$ cat config.mk
export PLATFORM = sky130hd
export DESIGN_NAME = pwm_divider_and_duty_calc
export DESIGN_NICKNAME = d
export VERILOG_FILES = /design/src/rtl/pwmdc_pkg.sv /design/src/rtl/pwmdc_divider.sv /design/src/rtl/pwm_divider_and_duty_calc.sv
export SDC_FILE = /design/constraint.sdc
export NUM_CORES = 2
export LEC_CHECK = 0
export ABC_AREA = 0
export BUFFER_PORTS_ARGS = -buffer_cell sky130_fd_sc_hd__buf_4
export CORE_MARGIN = 5
export CORE_UTILIZATION = 40
export CTS_BUF_LIST = sky130_fd_sc_hd__clkbuf_2 sky130_fd_sc_hd__clkbuf_4 sky130_fd_sc_hd__clkbuf_8
export CTS_CLUSTER_DIAMETER = 30
export DETAILED_ROUTE_END_ITERATION = 8
export PLACE_DENSITY = 0.55
export SYNTH_ARGS = -nofsm -noshare
export SYNTH_HDL_FRONTEND = slang
export SYNTH_SLANG_ARGS = --single-unit
$ cat constraint.sdc
create_clock -name clk -period 91.2 [get_ports clk]
set_input_delay 18.24 -clock clk [delete_from_list [all_inputs] [get_ports clk]]
set_output_delay 18.24 -clock clk [all_outputs]
set_load 0.02 [all_outputs]
$ cat src/rtl/pwmdc_pkg.sv
// Package for the PWM divider and duty calculator: widths, codes and the
// sideband record carried down the pipeline. No dependencies.
`timescale 1ns / 1ps
package pwmdc_pkg;

  localparam int unsigned MAX_PERIOD = 65536;
  localparam int unsigned DUTY_ONE   = 65536;
  localparam int unsigned DIV16_MIN  = 16;
  localparam int unsigned QBITS      = 12;   // 255*16+15 fits in 12 bits
  localparam int unsigned DEN_W      = 43;   // 26-bit frequency times 17-bit period
  localparam int unsigned NUM_W      = 43;   // clock*16 plus half the denominator
  localparam int unsigned CMP_W      = DEN_W + QBITS;

  localparam logic [1:0] ST_OK      = 2'd0;
  localparam logic [1:0] ST_INVALID = 2'd1;
  localparam logic [1:0] ST_RANGE   = 2'd2;

  localparam logic [1:0] DRV_PWM  = 2'd0;
  localparam logic [1:0] DRV_LOW  = 2'd1;
  localparam logic [1:0] DRV_HIGH = 2'd2;

  localparam logic [1:0] REG_SOURCE = 2'd0;
  localparam logic [1:0] REG_MAXF   = 2'd1;
  localparam logic [1:0] REG_PERIOD = 2'd2;

  typedef struct packed {
    logic [1:0]  status;
    logic [15:0] level;
    logic [1:0]  drive;
  } side_t;

endpackage

$ cat src/rtl/pwmdc_divider.sv
// Restoring divider pipeline, one quotient bit per stage, with sideband.
// Depends on pwmdc_pkg.
`timescale 1ns / 1ps
module pwmdc_divider import pwmdc_pkg::*; (
  input  logic             clk,
  input  logic             rst,
  input  logic             en,
  input  logic             in_valid,
  input  logic [NUM_W-1:0] num,
  input  logic [DEN_W-1:0] den,
  input  side_t            in_side,
  output logic             out_valid,
  output logic [QBITS-1:0] quot,
  output side_t            out_side
);

  logic             valid [1:QBITS];
  logic [NUM_W-1:0] rem   [1:QBITS];
  logic [DEN_W-1:0] dv    [1:QBITS];
  logic [QBITS-1:0] q     [1:QBITS];
  side_t            sd    [1:QBITS];

  // Take one quotient bit per stage, highest first
  for (genvar i = 0; i < QBITS; i++) begin : g_stage
    localparam int unsigned B = QBITS - 1 - i;
    logic             v_i;
    logic [NUM_W-1:0] rem_i;
    logic [DEN_W-1:0] dv_i;
    logic [QBITS-1:0] q_i;
    side_t            sd_i;
    logic [CMP_W-1:0] shifted;
    logic             take;

    // Feed the first stage from the ports, the rest from the stage before
    if (i == 0) begin : g_first
      assign v_i   = in_valid;
      assign rem_i = num;
      assign dv_i  = den;
      assign q_i   = '0;
      assign sd_i  = in_side;
    end else begin : g_next
      assign v_i   = valid[i];
      assign rem_i = rem[i];
      assign dv_i  = dv[i];
      assign q_i   = q[i];
      assign sd_i  = sd[i];
    end

    assign shifted = {{QBITS{1'b0}}, dv_i} << B;
    assign take    = {{(CMP_W-NUM_W){1'b0}}, rem_i} >= shifted;

    always_ff @(posedge clk) begin
      if (rst) begin
        valid[i+1] <= 1'b0;
      end else if (en) begin
        valid[i+1] <= v_i;
      end
    end

    always_ff @(posedge clk) begin
      if (en) begin
        rem[i+1] <= take ? rem_i - shifted[NUM_W-1:0] : rem_i;
        q[i+1]   <= q_i | (QBITS'(take) << B);
        dv[i+1]  <= dv_i;
        sd[i+1]  <= sd_i;
      end
    end
  end

  assign out_valid = valid[QBITS];
  assign quot      = q[QBITS];
  assign out_side  = sd[QBITS];

endmodule

$ cat src/rtl/pwm_divider_and_duty_calc.sv
// Top level: PWM clock divider and duty compare level calculator.
// Depends on pwmdc_pkg and pwmdc_divider.
//
//  channel | signals                         | carries
//  s_axis  | tvalid tready tdata[47:0]       | request_frequency, duty_fraction
//  m_axis  | tvalid tready tdata[31:0]       | status, divider, level, override
//  apb     | psel penable pwrite paddr[3:0]  | source clock, max frequency, period
//
// One item per cycle while the output is not stalled; 2 setup stages and
// 12 divider stages, one quotient bit each. Reset clears all valid bits, registers take
// their reset values. A stalled output freezes the whole pipeline; nothing
// is lost or repeated.
`timescale 1ns / 1ps
module pwm_divider_and_duty_calc import pwmdc_pkg::*; (
  input  logic        clk,
  input  logic        rst,
  input  logic        s_tvalid,
  output logic        s_tready,
  input  logic [47:0] s_tdata,   // [25:0] request_frequency, [42:26] duty_fraction
  output logic        m_tvalid,
  input  logic        m_tready,
  output logic [31:0] m_tdata,   // [1:0] status, [9:2] div_int,
                                 // [13:10] div_frac, [29:14] compare_level,
                                 // [31:30] drive_override
  input  logic        psel,
  input  logic        penable,
  input  logic        pwrite,
  input  logic [3:0]  paddr,
  input  logic [31:0] pwdata,
  output logic [31:0] prdata,
  output logic        pready
);

  logic [29:0] source_clock_hz;
  logic [25:0] max_freq;
  logic [16:0] counter_period;
  logic        en;

  // Configuration registers
  assign pready = 1'b1;
  always_ff @(posedge clk) begin
    if (rst) begin
      source_clock_hz <= 30'd150000000;
      max_freq        <= 26'd1000000;
      counter_period  <= 17'd150;
    end else if (psel && penable && pwrite && pready) begin
      case (paddr[3:2])
        REG_SOURCE: source_clock_hz <= pwdata[29:0];
        REG_MAXF:   max_freq        <= pwdata[25:0];
        REG_PERIOD: counter_period  <= pwdata[16:0];
        default: ;
      endcase
    end
  end

  always_comb begin
    unique case (paddr[3:2])
      REG_SOURCE: prdata = {2'b0, source_clock_hz};
      REG_MAXF:   prdata = {6'b0, max_freq};
      REG_PERIOD: prdata = {15'b0, counter_period};
      default:    prdata = '0;
    endcase
  end

  // Advance the whole pipeline unless the output item is held
  assign en       = !m_tvalid || m_tready;
  assign s_tready = en;

  // Stage 1: checks, saturation and both products
  logic [25:0] freq_in;
  logic [16:0] duty_in, duty_sat, per_sat;
  logic        bad_in;
  assign freq_in  = s_tdata[25:0];
  assign duty_in  = s_tdata[42:26];
  assign duty_sat = (duty_in > 17'(DUTY_ONE)) ? 17'(DUTY_ONE) : duty_in;
  assign per_sat  = (counter_period < 17'd2) ? 17'd2 :
                    (counter_period > 17'(MAX_PERIOD)) ? 17'(MAX_PERIOD) : counter_period;
  assign bad_in   = (freq_in == 26'd0) || (freq_in > max_freq) ||
                    (counter_period < 17'd2) || (counter_period > 17'(MAX_PERIOD));

  logic             v1, bad1;
  logic [DEN_W-1:0] den1;
  logic [33:0]      prod1;
  logic [16:0]      per1;
  logic [1:0]       drv1;
  logic [29:0]      src1;

  always_ff @(posedge clk) begin
    if (rst) begin
      v1 <= 1'b0;
    end else if (en) begin
      v1 <= s_tvalid;
    end
  end

  always_ff @(posedge clk) begin
    if (en) begin
      bad1  <= bad_in;
      den1  <= DEN_W'(freq_in) * DEN_W'(counter_period);
      prod1 <= 34'(per_sat) * 34'(duty_sat);
      per1  <= per_sat;
      src1  <= source_clock_hz;
      drv1  <= (duty_sat == 17'd0) ? DRV_LOW :
               (duty_sat == 17'(DUTY_ONE)) ? DRV_HIGH : DRV_PWM;
    end
  end

  // Stage 2: numerator, range check and compare level
  logic [NUM_W-1:0] num_c;
  logic [17:0]      lvl_raw;
  logic [16:0]      lvl_c;
  logic             ovf_c;
  assign num_c   = NUM_W'({src1, 4'b0}) + (den1 >> 1);
  assign ovf_c   = {{QBITS{1'b0}}, num_c} >= {den1, {QBITS{1'b0}}};
  assign lvl_raw = 18'((prod1 + 34'd32768) >> 16);
  always_comb begin
    if (lvl_raw == 18'd0) begin
      lvl_c = 17'd1;
    end else if (lvl_raw >= {1'b0, per1}) begin
      lvl_c = per1 - 17'd1;
    end else begin
      lvl_c = lvl_raw[16:0];
    end
  end

  logic             v2;
  logic [NUM_W-1:0] num2;
  logic [DEN_W-1:0] den2;
  side_t            side2;

  always_ff @(posedge clk) begin
    if (rst) begin
      v2 <= 1'b0;
    end else if (en) begin
      v2 <= v1;
    end
  end

  always_ff @(posedge clk) begin
    if (en) begin
      num2         <= num_c;
      den2         <= den1;
      side2.status <= bad1 ? ST_INVALID : (ovf_c ? ST_RANGE : ST_OK);
      side2.drive  <= drv1;
      side2.level  <= (drv1 == DRV_PWM) ? lvl_c[15:0] : 16'd0;
    end
  end

  // Quotient bits
  logic             vq;
  logic [QBITS-1:0] quot;
  side_t            sq;

  pwmdc_divider u_div (
    .clk      (clk),
    .rst      (rst),
    .en       (en),
    .in_valid (v2),
    .num      (num2),
    .den      (den2),
    .in_side  (side2),
    .out_valid(vq),
    .quot     (quot),
    .out_side (sq)
  );

  // Final status and packing
  logic [1:0]       st_out;
  logic [QBITS-1:0] div_out;
  assign st_out  = (sq.status == ST_OK && quot < QBITS'(DIV16_MIN)) ? ST_RANGE : sq.status;
  assign div_out = (st_out == ST_OK) ? quot : '0;

  assign m_tvalid = vq;
  assign m_tdata  = {sq.drive, sq.level, div_out[3:0], div_out[11:4], st_out};

  // Checks
  a_err_zero: assert property (@(posedge clk) disable iff (rst)
    m_tvalid && m_tdata[1:0] != ST_OK |-> m_tdata[13:2] == 12'd0)
    else $error("divider not cleared on error");
  a_ovr_zero: assert property (@(posedge clk) disable iff (rst)
    m_tvalid && m_tdata[31:30] != DRV_PWM |-> m_tdata[29:14] == 16'd0)
    else $error("level not cleared on override");
  a_lvl_min: assert property (@(posedge clk) disable iff (rst)
    m_tvalid && m_tdata[31:30] == DRV_PWM |-> m_tdata[29:14] != 16'd0)
    else $error("compare level zero in normal mode");
  a_stall: assert property (@(posedge clk) disable iff (rst)
    m_tvalid && !m_tready |-> !s_tready)
    else $error("input taken during output stall");

endmodule

**After elaboration in Yosys (flattened, before gate mapping)**

Memories as Yosys holds them, arrays and structs flattened.
Index checks and enable logic that the tools add are counted.

- Register bits: 308
- Memory bits (writable): 1428
- Bits of input ports: 91
- Output and inout port bits: 67
- Word-level logic and storage cells: 144
- Memories: 5

- Add/subtract/negate cells: 15
- Multipliers: 2
- Magnitude comparators: 19
- Eq/ne operators: 3
- Multiplexer cells: 40
- Bitwise logic cells: 24
- Reductions and logical operators: 19

Memories:

| name | words | bits a word | rd ports | clocked after Yosys merged registers in | wr ports | RTL line | RTL |
|---|---|---|---|---|---|---|---|
| u_div.dv | 12 | 43 | 11 | 0 | 12 | pwmdc_divider.sv:19 | `logic [DEN_W-1:0] dv [1:QBITS];` |
| u_div.rem | 12 | 43 | 11 | 0 | 12 | pwmdc_divider.sv:18 | `logic [NUM_W-1:0] rem [1:QBITS];` |
| u_div.sd | 12 | 20 | 12 | 0 | 12 | pwmdc_divider.sv:21 | `side_t sd [1:QBITS];` |
| u_div.q | 12 | 12 | 12 | 0 | 12 | pwmdc_divider.sv:20 | `logic [QBITS-1:0] q [1:QBITS];` |
| u_div.valid | 12 | 1 | 12 | 0 | 12 | pwmdc_divider.sv:17 | `logic valid [1:QBITS];` |

Operators with widths:

| operator | count |
|---|---|
| two-way mux 43 bit | 12 |
| subtractor 43 bit | 12 |
| one-hot mux 30 bit (3 select lines) | 1 |
| greater-or-equal comparator 43 x 55 -> 1 bit | 1 |
| greater-or-equal comparator 43 x 54 -> 1 bit | 1 |
| greater-or-equal comparator 43 x 53 -> 1 bit | 1 |
| greater-or-equal comparator 43 x 52 -> 1 bit | 1 |
| greater-or-equal comparator 43 x 51 -> 1 bit | 1 |
| two-way mux 17 bit | 3 |
| greater-or-equal comparator 43 x 50 -> 1 bit | 1 |
| greater-or-equal comparator 43 x 49 -> 1 bit | 1 |
| greater-or-equal comparator 43 x 48 -> 1 bit | 1 |
| greater-or-equal comparator 43 x 47 -> 1 bit | 1 |
| greater-or-equal comparator 43 x 46 -> 1 bit | 1 |
| greater-or-equal comparator 43 x 45 -> 1 bit | 1 |
| greater-or-equal comparator 43 x 44 -> 1 bit | 1 |
| adder 34 x 42 -> 43 bit | 1 |
| greater-or-equal comparator 43 bit | 1 |
| multiplier 26 x 17 -> 43 bit | 1 |
| adder 34 x 16 -> 34 bit, second input constant | 1 |
| > comparator 17 bit, second input constant | 2 |
| multiplier 17 x 17 -> 34 bit | 1 |
| > comparator 26 bit | 1 |
| logical NOT 26 bit | 1 |
| other kinds (32) | 73 |

**Depth between registers and ports, before layout**

An unclocked memory read counts as a cell.

- Depth after elaboration: 7
- Gate-level depth with buffers: 33
- Depth with buffers taken out: 30

**Modules after synthesis**

Synthesis repeated with hierarchy kept, for this count alone.

- Cells, all modules: 9614
- Area, all modules: 104370.1 um^2

By module, submodules not included:

| module | times used | cells an instance | area each (um^2) | sequential area each (um^2) |
|---|---|---|---|---|
| pwmdc_divider | 1 | 5548 | 66702.7 | 38316.7 |
| pwm_divider_and_duty_calc | 1 | 4066 | 37667.4 | 7927.6 |

**Worst setup path before layout**

No wires, ideal clock.

- Path type: input port to output port
- Start: input m_tready
- End: output s_tready
- Data arrival time: 57.412 ns
- Data required time: 72.960 ns
- Setup slack: 15.548 ns
- Stages: 2
- Cell sequence: nand2b_1 clkbuf_1

- Cells in the longest elaborated chain, start to end: 1

RTL lines:

| item | RTL line | RTL |
|---|---|---|
| from (decl) | pwm_divider_and_duty_calc.sv:21 | `input logic m_tready,` |
| logical OR 1 bit | pwm_divider_and_duty_calc.sv:66 | `assign en = !m_tvalid \|\| m_tready;` |
| to (decl) | pwm_divider_and_duty_calc.sv:18 | `output logic s_tready,` |

Every way passes these cells.

**Worst setup path in the final report**

- Start: input paddr[2]
- End: output prdata[11]

- Cells in the longest elaborated chain, start to end: 2
- Elaborated cells between the ends (all ways): 4

RTL lines:

| item | RTL line | RTL |
|---|---|---|
| from (decl) | pwm_divider_and_duty_calc.sv:28 | `input logic [3:0] paddr,` |
| equality test 2 bit (tied with other cells) | pwm_divider_and_duty_calc.sv:57 | `unique case (paddr[3:2])` |
| one-hot mux 30 bit (3 select lines) * | pwm_divider_and_duty_calc.sv:57 |  |
| to (decl) | pwm_divider_and_duty_calc.sv:30 | `output logic [31:0] prdata,` |

Mark *: on every way between the ends. The rest lies on a longest branch, timed or not.

==> impl_metrics.env <==
export IMPL_run_status="finished, final reports clean"
export IMPL_switching_share_pct=38.8
export IMPL_detail_route_antenna_nets=0
export IMPL_powerDensity_mw_per_mm2=36.3
export IMPL_p_int_uw=2540
export IMPL_wirelength_um=247000
export IMPL_gr_max_usage_layer="met2"
export IMPL_hold_start="u_div.sd[4][1]$_DFFE_PP_"
export IMPL_syn_area_sq_mm=0.102
export IMPL_use_met1_pct=22.9
export IMPL_maxCapViolations=0
export IMPL_setup_tns_ps=0
export IMPL_timing_critical_path_mode_cell="buf_4"
export IMPL_rr_endpoint="prod1[31]$_DFFE_PP_"
export IMPL_cts_hold_buf=0
export IMPL_syn2layout_area_growth_pct=11.9
export IMPL_worstPathCellList="buf_4 > nor2b_1 > buf_4 > nand2_1 > o21ai_0 > buf_4"
export IMPL_num_fill_cells=23500
export IMPL_arrival_ps=19570
export IMPL_synth_ff_type="edfxtp_1"
export IMPL_drtPass1Iterations=6
export IMPL_dr_total_vias=68100
export IMPL_criticalPathCategory="primary input to output port"
export IMPL_start_util_pct=40.2
export IMPL_cts_tree="done"
export IMPL_hold_viol_final=0
export IMPL_drt_iter0_drc=3885
export IMPL_grt_max_degree=173
export IMPL_die_width_um=516
export IMPL_gp_routability_congestion=0.903
export IMPL_slew_limit_headroom_pct=18.2
export IMPL_clk_insertion_delay_late_ps=1020
export IMPL_rows=185
export IMPL_yosys_cell_count_top_type="edfxtp_1"
export IMPL_crit_start="paddr[2]"
export IMPL_synth_edf_count=1452
export IMPL_worst_pin_slew_ps=1230
export IMPL_cp_buffers_inverters=3
export IMPL_pwr_share_clk_pct=20.2
export IMPL_grt_ovfl_total=0
export IMPL_critPathRequiredTime_ps=72960
export IMPL_synth_top_area_share_pct=42.6
export IMPL_dp_hpwl_um=189000
export IMPL_reg2reg_from="counter_period[1]$_SDFFE_PP1P_"
export IMPL_grt_usage_pct=18.5
export IMPL_drc_errors=0
export IMPL_post_cts_setup_buffers=0
export IMPL_hold_path_class="register to register"
export IMPL_p_seq_share_pct=31.0
export IMPL_multi_input_area_sq_mm=0.0509
export IMPL_fmax_mhz=26.4
export IMPL_syn_inst=9435
export IMPL_drive_gt1_share_pct=10.3
export IMPL_synth_cell_types=97
export IMPL_startpoint_type="primary input"
export IMPL_vias_per_cell=5.12
export IMPL_cts_clk_slew_worst_paths_ps=50
export IMPL_period_minus_slack_ps=37810
export IMPL_yosysTopAreaCell="edfxtp_1"
export IMPL_ys_ff_latch=1527
export IMPL_rrSetupSlack_ps=81980
export IMPL_synthTopCellsByArea="edfxtp_1, fa_1, ha_1, inv_1, nand2_1"
export IMPL_grt_pass1_wl_um=388000
export IMPL_clock_sinks=1527
export IMPL_worstHoldPathCells=0
export IMPL_critPathCaptureType="output port"
export IMPL_port_buffers=145
export IMPL_synth_seq_area_share_pct=44.1
export IMPL_cp_max_fo=33
export IMPL_grt_pass1_vias=70900
export IMPL_reg2reg_depth=27
export IMPL_clockBufferDepth=4
export IMPL_slew_viol_final=0
export IMPL_critPathSlowestCell="buf_4"
export IMPL_dieHeight_um=516
export IMPL_cts_resized=0
export IMPL_synthArstFlopShare_pct=0
export IMPL_cts_buffers=352
export IMPL_pwr_share_comb_pct=48.8
export IMPL_grt_use_met3_pct=3.30
export IMPL_use_met2_pct=30.7
export IMPL_regArea_sq_mm=0.0451
export IMPL_coreArea_sq_mm=0.254
export IMPL_p_leak_uw=0.0517
export IMPL_crit_family="buffers and inverters"
export IMPL_antenna_found_initial=7
export IMPL_finalCritPeriodShare_pct=41.5
export IMPL_rsz0062_at_grt="no"
export IMPL_clockRootBuffer="clkbuf_8"
export IMPL_finalSetupViolCount=0
export IMPL_avgSynthCellArea_sq_um=10.8
export IMPL_ir_drop_v=0.0000176
export IMPL_p_switching_uw=1610
export IMPL_htreeDepth=5
export IMPL_yosysWarningCount=0
export IMPL_p_total_uw=4160
export IMPL_nets=11100
export IMPL_holdPathEnd="u_div.sd[5][1]$_DFFE_PP_"
export IMPL_skew_ps=115
export IMPL_synth_common_cells="edfxtp_1, inv_1, nand2_1"
export IMPL_max_stage_delay_ps=460
export IMPL_cp_depth=6
export IMPL_drt_wirelength_per_cell_um=18.5
export IMPL_pin_count=158
export IMPL_die_area_sq_mm=0.266
power by group through the flow:
stage	combinational, uW	clock [uW]	sequential [uW]
floorplan	1590	0	1210
global placement	1990	0	1300
detailed placement	2020	0	1300
CTS	2030	867	1290
global route	2260	904	1320
finish	2030	838	1290
placed cells by master, fill, tap and decap left out, types with 45 or more instances in the layout:
| cell | synthesis | routed |
|---|---|---|
| nand2b_1 | 71 | 70 |
| clkbuf_8 | 0 | 362 |
| o21ai_0 | 456 | 456 |
| inv_1 | 1311 | 1311 |
| o21a_1 | 76 | 76 |
| nor3_1 | 73 | 72 |
| nand3_1 | 110 | 109 |
| nand4_1 | 103 | 103 |
| and2_1 | 194 | 194 |
| edfxtp_1 | 1452 | 1452 |
| ha_1 | 779 | 779 |
| o21bai_1 | 54 | 54 |
| a21o_1 | 284 | 284 |
| nor2b_1 | 107 | 107 |
| fa_1 | 593 | 593 |
| nor4_1 | 56 | 56 |
| mux2_2 | 138 | 138 |
| clkinv_2 | 0 | 45 |
| dfxtp_1 | 75 | 74 |
| xnor2_1 | 277 | 277 |
| clkbuf_4 | 0 | 51 |
| nor2_1 | 426 | 425 |
| buf_4 | 27 | 206 |
| clkinv_1 | 5 | 51 |
| a21oi_1 | 524 | 523 |
| a211oi_1 | 55 | 55 |
| and3_1 | 66 | 66 |
| xor2_1 | 182 | 182 |
| nand2_1 | 1108 | 1108 |
| bufinv_16 | 0 | 48 |
worst max-delay path by stage:
stage	to	slack (ps)
after floorplan	s_tready	15550
after global placement	prdata[10]	53400
after detailed placement	prdata[11]	53410
after global routing	prdata[11]	53330
final	prdata[11]	53390
after CTS	prdata[11]	53400
cells by family (layout without fill, tap and decap cells):
| kind of cell | count (synthesis) | count (layout) | synth area share [%] |
|---|---|---|---|
| mux | 230 | 230 | 2.61 |
| flops | 1527 | 1527 | 44.1 |
| fa+ha+maj | 1372 | 1372 | 21.1 |
| other cells | 2 | 11 | 0.00735 |
| buf+inv | 1632 | 2135 | 6.17 |
| xor+xnor | 459 | 459 | 3.93 |
| simple gates | 2439 | 2439 | 11.1 |
| compound gates | 1774 | 1774 | 10.9 |
final cells by class:
type / count / area share, %
tap: 3366 / 3.68
timing repair buffer: 207 / 1.37
clock buffer: 413 / 4.69
multi-input combinational: 6277 / 44.5
clock inverter: 198 / 2.02
sequential: 1527 / 39.4
antenna: 8 / 0.0175
inverter: 1317 / 4.32
routing by layer:
layer | wire length, um | vias to the layer above | part of all wire [%]
li1 | - | 33100 | -
met1 | 104000 | 32800 | 42
met2 | 116000 | 1680 | 47
met3 | 12500 | 523 | 5.1
met4 | 14100 | 2 | 5.7
met5 | 7 | - | 0.0028
stage by stage:
step	utilization (%)	hold WS, ps	setup WS (ps)	area [sq um]	instances
after floorplan	-	400	15550	102000	9436
after global placement	42.0	401	53400	107000	12700
after detailed placement	42.0	405	53410	107000	12700
after CTS	45.0	367	53400	114000	13300
after global routing	45.0	368	53330	114000	13300
final	45.0	383	53390	114000	13300
state kept, by name, indices dropped and copies added, names as in the netlist, 2 cells and up:
signal,flops
counter_period,17
max_freq,26
den2,39
drv1,2
den1,43
per1,17
prod1,19
u_div.rem,435
u_div.dv,473
u_div.valid,12
source_clock_hz,30
side2,20
u_div.q,78
u_div.sd,240
src1,30
num2,43
Power figures use the tool's default switching activity.
